===== src/rtl/sensor_reply_frame_check_assert.svh =====
// ----------------------------------------------------------------------------
// Assertion macros for the sensor reply frame checker
// Concurrent checks on clk, disabled while rst is high; empty in synthesis.
// ----------------------------------------------------------------------------
`ifndef SENSOR_REPLY_FRAME_CHECK_ASSERT_SVH
`define SENSOR_REPLY_FRAME_CHECK_ASSERT_SVH

`ifndef SYNTHESIS

// same-cycle implication
`define SRFC_ASSERT_IMP(lbl, ante, cons) \
  lbl: assert property (@(posedge clk) disable iff (rst) (ante) |-> (cons)) \
    else $error("sensor_reply_frame_check: same-cycle check failed");

// next-cycle implication
`define SRFC_ASSERT_NXT(lbl, ante, cons) \
  lbl: assert property (@(posedge clk) disable iff (rst) (ante) |=> (cons)) \
    else $error("sensor_reply_frame_check: next-cycle check failed");

`else

`define SRFC_ASSERT_IMP(lbl, ante, cons)
`define SRFC_ASSERT_NXT(lbl, ante, cons)

`endif

`endif


===== src/rtl/srfc_pkg.sv =====
// ----------------------------------------------------------------------------
// srfc_pkg
// Word types, frame positions and the CRC-16/Modbus byte update.
// ----------------------------------------------------------------------------
package srfc_pkg;

  localparam logic [15:0] CRC_INIT = 16'hFFFF;
  localparam logic [15:0] CRC_POLY = 16'hA001;

  // position of a byte within the eight-byte reply
  localparam logic [2:0] POS_FIRST     = 3'd0;
  localparam logic [2:0] POS_HUM_HI    = 3'd2;
  localparam logic [2:0] POS_CRC_LO    = 3'd6;
  localparam logic [2:0] POS_LAST      = 3'd7;

  typedef struct packed {
    logic [7:0] rx_byte;
    logic       frame_start;
  } byte_word_t;

  typedef struct packed {
    logic        [15:0] humidity_raw;
    logic signed [15:0] temperature_raw;
    logic               crc_ok;
  } result_word_t;

  // one byte of CRC-16/Modbus, LSB first
  function automatic logic [15:0] crc16_byte(input logic [15:0] crc,
                                             input logic [7:0]  b);
    logic [15:0] c;
    c = crc ^ {8'h00, b};
    for (int k = 0; k < 8; k++) begin
      c = c[0] ? ((c >> 1) ^ CRC_POLY) : (c >> 1);
    end
    return c;
  endfunction

endpackage


===== src/rtl/srfc_frame_core.sv =====
// ----------------------------------------------------------------------------
// srfc_frame_core
// Input register, frame position tracking, running CRC and payload capture.
// ----------------------------------------------------------------------------
module srfc_frame_core (
  input  logic                  clk,
  input  logic                  rst,
  input  logic                  byte_valid,
  output logic                  byte_stall,
  input  srfc_pkg::byte_word_t  byte_data,
  input  logic                  hold,
  output logic                  res_load,
  output srfc_pkg::result_word_t res_data
);
  import srfc_pkg::*;

  `include "sensor_reply_frame_check_assert.svh"

  logic        a_valid;
  logic        a_valid_next;
  byte_word_t  a_word;
  logic        accept;
  logic        fire;
  logic [2:0]  pos;

  logic [2:0]  byte_position;
  logic [15:0] running_crc;
  logic [15:0] running_crc_next;
  logic [31:0] payload_hold;
  logic [31:0] payload_hold_next;
  logic [7:0]  crc_low_hold;
  logic [7:0]  crc_low_hold_next;

  // the input register empties only when the result side can take a word
  assign fire       = a_valid && !hold;
  assign byte_stall = a_valid && hold;
  assign accept     = byte_valid && !byte_stall;

  assign a_valid_next = accept ? 1'b1 : (fire ? 1'b0 : a_valid);

  always_ff @(posedge clk) begin
    if (rst) begin
      a_valid <= 1'b0;
    end else begin
      a_valid <= a_valid_next;
    end
  end

  always_ff @(posedge clk) begin
    if (accept) begin
      a_word <= byte_data;
    end
  end

  // start flag overrides the counter
  assign pos = a_word.frame_start ? POS_FIRST : byte_position;

  always_comb begin
    running_crc_next  = running_crc;
    payload_hold_next = payload_hold;
    crc_low_hold_next = crc_low_hold;
    if (pos == POS_FIRST) begin
      running_crc_next = crc16_byte(CRC_INIT, a_word.rx_byte);
    end else if (pos < POS_CRC_LO) begin
      running_crc_next = crc16_byte(running_crc, a_word.rx_byte);
    end
    if (pos >= POS_HUM_HI && pos < POS_CRC_LO) begin
      payload_hold_next = {payload_hold[23:0], a_word.rx_byte};
    end
    if (pos == POS_CRC_LO) begin
      crc_low_hold_next = a_word.rx_byte;
    end
  end

  always_ff @(posedge clk) begin
    if (rst) begin
      byte_position <= POS_FIRST;
      running_crc   <= CRC_INIT;
      payload_hold  <= '0;
      crc_low_hold  <= '0;
    end else if (fire) begin
      byte_position <= pos + 3'd1;
      running_crc   <= running_crc_next;
      payload_hold  <= payload_hold_next;
      crc_low_hold  <= crc_low_hold_next;
    end
  end

  assign res_load                 = fire && (pos == POS_LAST);
  assign res_data.humidity_raw    = payload_hold[31:16];
  assign res_data.temperature_raw = payload_hold[15:0];
  assign res_data.crc_ok          = ({a_word.rx_byte, crc_low_hold} == running_crc);

  `SRFC_ASSERT_NXT(a_wrap_after_last, res_load, byte_position == POS_FIRST)
  `SRFC_ASSERT_NXT(a_start_restarts, fire && a_word.frame_start, byte_position == 3'd1)
  `SRFC_ASSERT_NXT(a_crc_restart, fire && (pos == POS_FIRST),
                   running_crc == crc16_byte(CRC_INIT, $past(a_word.rx_byte)))

endmodule


===== src/rtl/srfc_out_reg.sv =====
// ----------------------------------------------------------------------------
// srfc_out_reg
// Result register holding one finished reply word until it is taken.
// ----------------------------------------------------------------------------
module srfc_out_reg (
  input  logic                   clk,
  input  logic                   rst,
  input  logic                   load,
  input  srfc_pkg::result_word_t load_data,
  output logic                   hold,
  output logic                   result_valid,
  input  logic                   result_stall,
  output srfc_pkg::result_word_t result_data
);
  import srfc_pkg::*;

  `include "sensor_reply_frame_check_assert.svh"

  logic valid;
  logic valid_next;

  assign hold       = valid && result_stall;
  assign valid_next = load ? 1'b1 : (hold ? 1'b1 : 1'b0);

  always_ff @(posedge clk) begin
    if (rst) begin
      valid <= 1'b0;
    end else begin
      valid <= valid_next;
    end
  end

  always_ff @(posedge clk) begin
    if (load) begin
      result_data <= load_data;
    end
  end

  assign result_valid = valid;

  `SRFC_ASSERT_IMP(a_no_overwrite, load, !(valid && result_stall))

endmodule


===== src/rtl/sensor_reply_frame_check.sv =====
// ----------------------------------------------------------------------------
// sensor_reply_frame_check
// CRC-16/Modbus check and field extraction for an eight-byte sensor reply.
// ----------------------------------------------------------------------------
// Byte channel (byte_valid / byte_stall / byte_data): one reply byte per word,
// frame_start marks byte one and restarts the frame at any point. After the
// eighth byte the position wraps, so the next byte starts a new frame.
// Result channel (result_valid / result_stall / result_data): one word per
// frame, on its eighth byte: humidity (bytes 3-4), signed temperature
// (bytes 5-6), both big endian, and crc_ok from the CRC over bytes 1-6
// against bytes 7-8 (low first). A bad CRC still delivers the fields.
// Path: a byte taken from the channel lands in the input register, and on
// the eighth byte the result register loads the word computed from it.
// Throughput: one byte per cycle while byte_stall is low; the CRC update
// is combinational XOR logic between the input register and frame state.
// When the result register is full and stalled, byte_stall rises while a
// byte waits in the input register; a stalled result holds its word.
// Reset (synchronous, rst high): both registers empty, position 0, CRC
// 0xFFFF, held bytes cleared.
// ----------------------------------------------------------------------------
module sensor_reply_frame_check (
  input  logic                   clk,
  input  logic                   rst,
  input  logic                   byte_valid,
  output logic                   byte_stall,
  input  srfc_pkg::byte_word_t   byte_data,
  output logic                   result_valid,
  input  logic                   result_stall,
  output srfc_pkg::result_word_t result_data
);
  import srfc_pkg::*;

  logic         hold;
  logic         res_load;
  result_word_t res_data;

  srfc_frame_core u_core (
    .clk        (clk),
    .rst        (rst),
    .byte_valid (byte_valid),
    .byte_stall (byte_stall),
    .byte_data  (byte_data),
    .hold       (hold),
    .res_load   (res_load),
    .res_data   (res_data)
  );

  srfc_out_reg u_out (
    .clk          (clk),
    .rst          (rst),
    .load         (res_load),
    .load_data    (res_data),
    .hold         (hold),
    .result_valid (result_valid),
    .result_stall (result_stall),
    .result_data  (result_data)
  );

endmodule

===== config.mk =====
export PLATFORM = sky130hd
export DESIGN_NAME = sensor_reply_frame_check
export DESIGN_NICKNAME = d
export VERILOG_FILES = /design/src/rtl/srfc_pkg.sv /design/src/rtl/srfc_frame_core.sv /design/src/rtl/srfc_out_reg.sv /design/src/rtl/sensor_reply_frame_check.sv
export VERILOG_INCLUDE_DIRS = /design/src /design/src/rtl
export SDC_FILE = /design/constraint.sdc
export NUM_CORES = 1
export LEC_CHECK = 0
export ABC_CLOCK_PERIOD_IN_PS = 6340
export BUFFER_PORTS_ARGS = -buffer_cell sky130_fd_sc_hd__buf_2
export CELL_PAD_IN_SITES_DETAIL_PLACEMENT = 0
export CELL_PAD_IN_SITES_GLOBAL_PLACEMENT = 1
export CORE_MARGIN = 3
export CORE_UTILIZATION = 49
export CTS_CLUSTER_DIAMETER = 100
export CTS_CLUSTER_SIZE = 20
export DETAILED_ROUTE_END_ITERATION = 10
export PLACE_DENSITY = 0.83
export SLEW_MARGIN = 20
export SYNTH_ARGS = -nofsm -noshare
export SYNTH_HDL_FRONTEND = slang
export SYNTH_SLANG_ARGS = --single-unit

===== constraint.sdc =====
create_clock -name clk -period 6.34 [get_ports clk]
set_input_delay 0.951 -clock clk [delete_from_list [all_inputs] [get_ports clk]]
set_output_delay 0.951 -clock clk [all_outputs]
set_load 0.005 [all_outputs]

Yosys cells after proc, flatten, opt, wreduce, memory -nomap -nowiden
Cells that the tools add are included.
{"block": "word_totals", "out_inout_bits": 35, "inputBits": 13, "word_cells": 72, "regBits": 103}
{"block": "op_classes", "addsub": 1, "reduce_logical": 14, "mux": 23, "eq_ne": 3, "order_cmp": 2, "bitwise": 18}
{"op": "$mux W16", "count": 18}
{"op": "$not A2 Y3", "count": 16}
{"op": "$eq A16 B16 Y1", "count": 1}
{"op": "$not A8 Y16", "count": 1}
{"op": "$xor A16 B8 Y16", "count": 1}
{"op": "$eq A3 B3 Y1 const B", "count": 2}
{"op": "$logic_and A1 B1 Y1", "count": 6}
{"op": "$reduce_and A2 Y1", "count": 3}
{"op": "$mux W1", "count": 4}
{"op": "$reduce_bool A2 Y1", "count": 2}
{"op": "$add A3 B1 Y3 const B", "count": 1}
{"op": "$ge A3 B2 Y1 const B", "count": 1}
{"op": "$logic_not A3 Y1", "count": 1}
{"op": "$lt A3 B3 Y1 const B", "count": 1}
{"op": "$mux W3", "count": 1}
{"op": "$logic_not A1 Y1", "count": 2}

Longest topological paths before layout
{"block": "depth", "ltp_word": 19, "ltp_mapped": 8, "mapped_depth_nobuf": 7}

Hierarchy
Synthesis repeated with hierarchy kept, for this count alone.
{"block": "unflattened", "hier_cells": 385, "area_unflattened_um2": 4194.0}
{"mod": "srfc_frame_core", "area_each_um2": 3166.8, "n_inst": 1, "cells_per_inst": 348, "seq_area_each_um2": 1471.4}
{"mod": "srfc_out_reg", "area_each_um2": 1027.2, "n_inst": 1, "cells_per_inst": 37, "seq_area_each_um2": 1011.0}

Least setup slack after synthesis
Ideal clock, no wire load.
{"block": "synth_timing", "kind": "input port to flip-flop", "from": "in result_stall", "to": "reg u_out.result_data[0] (netlist name)", "required_time_ns": 5.946, "cell_stages": 2, "setup_slack_ns": 3.696, "n_path_buf": 0, "t_arrival_ns": 2.250, "path_cell_list": "a21boi_1 > and2_1"}
{"block": "synth_between", "elab_chain_cells": 4}
{"item": "start: declaration", "line": "sensor_reply_frame_check.sv:28", "rtl": "input logic result_stall,"}
{"item": "$logic_and A1 B1 Y1", "line": "srfc_out_reg.sv:22", "rtl": "assign hold = valid && result_stall;"}
{"item": "$logic_not A1 Y1", "line": "srfc_frame_core.sv:35", "rtl": "assign fire = a_valid && !hold;"}
{"item": "$logic_and A1 B1 Y1", "line": "srfc_frame_core.sv:35"}
{"item": "$logic_and A1 B1 Y1", "line": "srfc_frame_core.sv:89", "rtl": "assign res_load = fire && (pos == POS_LAST);"}
{"item": "via res_load", "line": "sensor_reply_frame_check.sv:34", "rtl": "logic res_load;"}
The timed path passes the listed nets, and every way through them passes these cells.
A chain may end at the register's enable or synchronous reset.

Worst setup path after layout
{"block": "layout_timing", "from": "in result_stall", "to": "reg u_core.payload_hold[22]"}
{"block": "layout_between", "elab_chain_cells": 4}
{"item": "$logic_and A1 B1 Y1", "line": "srfc_out_reg.sv:22"}
{"item": "$logic_not A1 Y1", "line": "srfc_frame_core.sv:35"}
{"item": "$logic_and A1 B1 Y1", "line": "srfc_frame_core.sv:35"}
{"item": "$reduce_and A2 Y1 (no source line)"}
{"item": "end signal: assignment", "line": "srfc_frame_core.sv:84", "rtl": "payload_hold <= payload_hold_next;"}
{"item": "end: declaration", "line": "srfc_frame_core.sv:29", "rtl": "logic [31:0] payload_hold;"}
No other way between the ends.

==> flow_summary.ini <==
[cts]
post-cts-setup-buffers = 0
cts.repair.resized = 0
cts.clk_slew.worst_paths_ns = 0.10
cts_tree = built
cts_num_sinks = 103
cts_max_level = 3
numCtsBuffers = 9
holdBufCountCts = 0
clock_latency_ns = 0.36
clock_path_buffers = 2
cts-root-buf = clkbuf_8

[synth]
synth.distinct_cells = 33
ys_seq_area_share_pct = 60.2
syn_area_um2 = 4130
synthCells = 381
yosysWarnings = 0
syn_area_per_cell_um2 = 10.8
ys_seq_elements = 103
syn_nets = 398

[detailed_routing]
drc = 0
ant_nets = 0
firstDrtPassIters = 4
vias_per_cell = 5.14
wl_um = 7820
route.vias.total = 2668
post_drt_wl_per_cell_um = 15.1
drtIter0Drc = 139

[pwr]
intPower_uw = 900
ir_drop_mv = 0.183
fin_total_pwr_uw = 1210
p_leak_uw = 0.00179
swShare_pct = 25.8
powerDensity_nw_per_um2 = 267
clockPowerShare_pct = 32.0
power_frac_seq_pct = 59.3
comb_power_share_pct = 8.7
p_sw_uw = 314

[worst_setup_path]
reg2reg_from = u_out.result_valid$_SDFF_PP0_
rr_worst_depth = 5
path_class = in2reg
path_delay_family = simple AND/OR/NAND/NOR gates
max_stage_delay_ns = 0.81
cp-start-kind = input pin
arrival_ns = 3.40
crit_chain = buf_2 > a21boi_1 > nand2_1 > nor2_4 > nand2_1 > a21oi_1
cp_data_required_time_ns = 6.62
critPathMaxFanout = 32
ff2ff_setup_slack_ns = 3.53
end_kind = flip-flop
crit_top_cell = nand2_1
r2r-end = u_core.payload_hold[22]$_SDFFE_PP0P_
slowest_stage = nor2_4
path_buf_inv = 1

[sta]
tightest_slew_ns = 0.943
final-hold-violation-count = 0
slew_violations = 0
finalSetupViolCount = 0
min_period_over_period_pct = 49.2
slew_headroom_pct = 37.0
clock_skew_ns = 0.00952
grt_setup_unrepaired = no
fin_tns_setup_ns = 0
min_period_ns = 3.12
fmax_mhz = 321

[global_route]
first_global_vias = 2615
globalRouteTotalUtil_pct = 17.0
antenna_found_initial = 0
globalRouteOverflowTotal = 0
grt_pass1_wl_um = 13000
grt_start_max_net_pins = 50

[min_path]
holdPathEnd = u_out.result_data[26]$_DFFE_PP_
min_path_cells = 0
min_path_type = reg2reg
min_from = u_core.payload_hold[25]$_SDFFE_PP0P_

[floorplanning]
initial_utilization_pct = 52.0
io_pins = 48
dieArea_um2 = 9560
core_area_um2 = 7930
fp.dieH_um = 97.8
die_x_um = 97.8
rows = 32

[final_layout]
antenna-diode-count = 0
synthToLayoutAreaGrowth_pct = 10.3
fillers = 729
final_nets = 429
drive_above_1_share_pct = 16.3
multi_input_area_um2 = 1500
seqCellArea_um2 = 2480

[status]
status = finished, final reports clean

[placement]
hpwl_um = 5190
numPortBuffers = 47
gp_congestion = 0.823

[job]
max_cap_violations = 0
[worst register-to-register path, cell delays in order, from the launching register on]
cell and delay (ns):
dfxtp_1 0.35, a21boi_1 0.52, nand2_1 0.71, nor2_4 0.81
nand2_1 0.17, a21oi_1 0.16
[layout by cell type (no fill, tap or decap)]
cell and instances:
nor2_4 1, nor3b_1 1, ha_1 4, nand2b_2 1, nand2_1 79, dfxtp_1 61, xnor3_2 1, clkinv_2 1
xor2_1 17, inv_6 3, buf_4 1, o21a_1 2, o21ai_1 5, inv_1 4, clkbuf_8 9, o311ai_1 1
mux2i_1 9, a211oi_1 3, a2111oi_2 1, nor2_1 22, inv_8 2, and3_1 2, a21boi_1 1, nand4_1 7
xnor2_1 25, nand2b_1 1, nor2b_1 3, clkinvlp_4 1, and2_1 4, o211ai_1 8, xnor3_1 2, a21oi_1 35
xor3_1 1, buf_2 47, edfxtp_1 42, nor3_1 7, nor4_1 1, nand3b_1 2
[registers in the layout (all words and copies together), names as in the netlist]
name,cells
u_out.result_data,33
u_core.payload_hold,32
u_core.running_crc,16
u_core.a_word,9
u_core.crc_low_hold,8
u_core.byte_position,3
u_core.a_valid,1
u_out.result_valid,1
[worst max-delay path by stage]
stage	startpoint	to	depth (start not counted)
4_1_cts	result_stall	u_core.payload_hold[22]$_SDFFE_PP0P_	6
5_1_grt	result_stall	u_core.payload_hold[22]$_SDFFE_PP0P_	6
2_1_floorplan	result_stall	u_out.result_data[0]$_DFFE_PP_	2
6_report	result_stall	u_core.payload_hold[22]$_SDFFE_PP0P_	6
3_3_place_gp	result_stall	u_core.payload_hold[22]$_SDFFE_PP0P_	6
3_5_place_dp	result_stall	u_core.payload_hold[22]$_SDFFE_PP0P_	6
[final cells by class]
cell class	instances	share of cell area, %
flip-flops and latches	103	54.5
repair buffers	48	5.33
clock inverters	7	1.35
multi-input cells	246	32.9
well taps	102	2.80
inverters	4	0.330
clock buffers	9	2.72
[layer usage]
metal  vias up  routed length [um]  GRT usage, %
met1      1263                3790          23.5
met3         4                 302          3.86
li1       1348                   -             -
met2        53                3670          26.5
met4         0                  52          5.86
met5         -                   0             0
[cell families after synthesis]
kind of cell / after synthesis / synth area share (%)
flip-flops: 103 / 60.2
AO/OA/AOI/OAI: 56 / 7.98
buffers and inverters: 32 / 3.73
multiplexers: 9 / 2.18
AND/OR/NAND/NOR: 131 / 13.6
XOR/XNOR: 46 / 11.2
adder cells (fa/ha/maj): 4 / 1.21
[synth_stat cells (all sizes together)]
master,instances,area share [%]
and3,2,0.30
nor2b,3,0.46
dfxtp,61,30
nand2,79,7.2
inv,4,0.36
o21ai,5,0.61
xor2,17,3.6
o21a,2,0.36
nor3b,1,0.18
nor2,23,2.1
o311ai,1,0.21
xnor2,25,5.3
nand4,7,1.1
o211ai,8,1.5
a21boi,1,0.18
clkbuf,18,1.6
nor3,7,0.85
nand2b,2,0.30
nor4,1,0.15
and2,4,0.61
buf,10,1.7
a2111oi,1,0.36
xor3,1,0.58
nand3b,2,0.36
xnor3,3,1.7
edfxtp,42,31
a211oi,3,0.55
a21oi,35,4.2
ha,4,1.2
mux2i,9,2.2
[through the flow]
stage	instances	instance area, um^2	hold WS, ns	util [%]	setup slack, ns
finish	519	4550	0.440	57.4	3.22
floorplan	381	4130	0.408	-	3.70
CTS	519	4550	0.442	57.4	3.24
global route	519	4550	0.463	57.4	2.95
detailed placement	503	4370	0.416	55.1	2.86
global placement	503	4360	0.417	55.0	2.46
[power groups by stage]
stage / registers (uW) / clock network (uW) / logic [uW]
global route: 722 / 432 / 117
floorplan: 721 / 0 / 100
detailed placement: 736 / 0 / 105
global placement: 735 / 0 / 103
finish: 720 / 389 / 105
CTS: 721 / 399 / 105
Power figures use the tool's default switching activity.
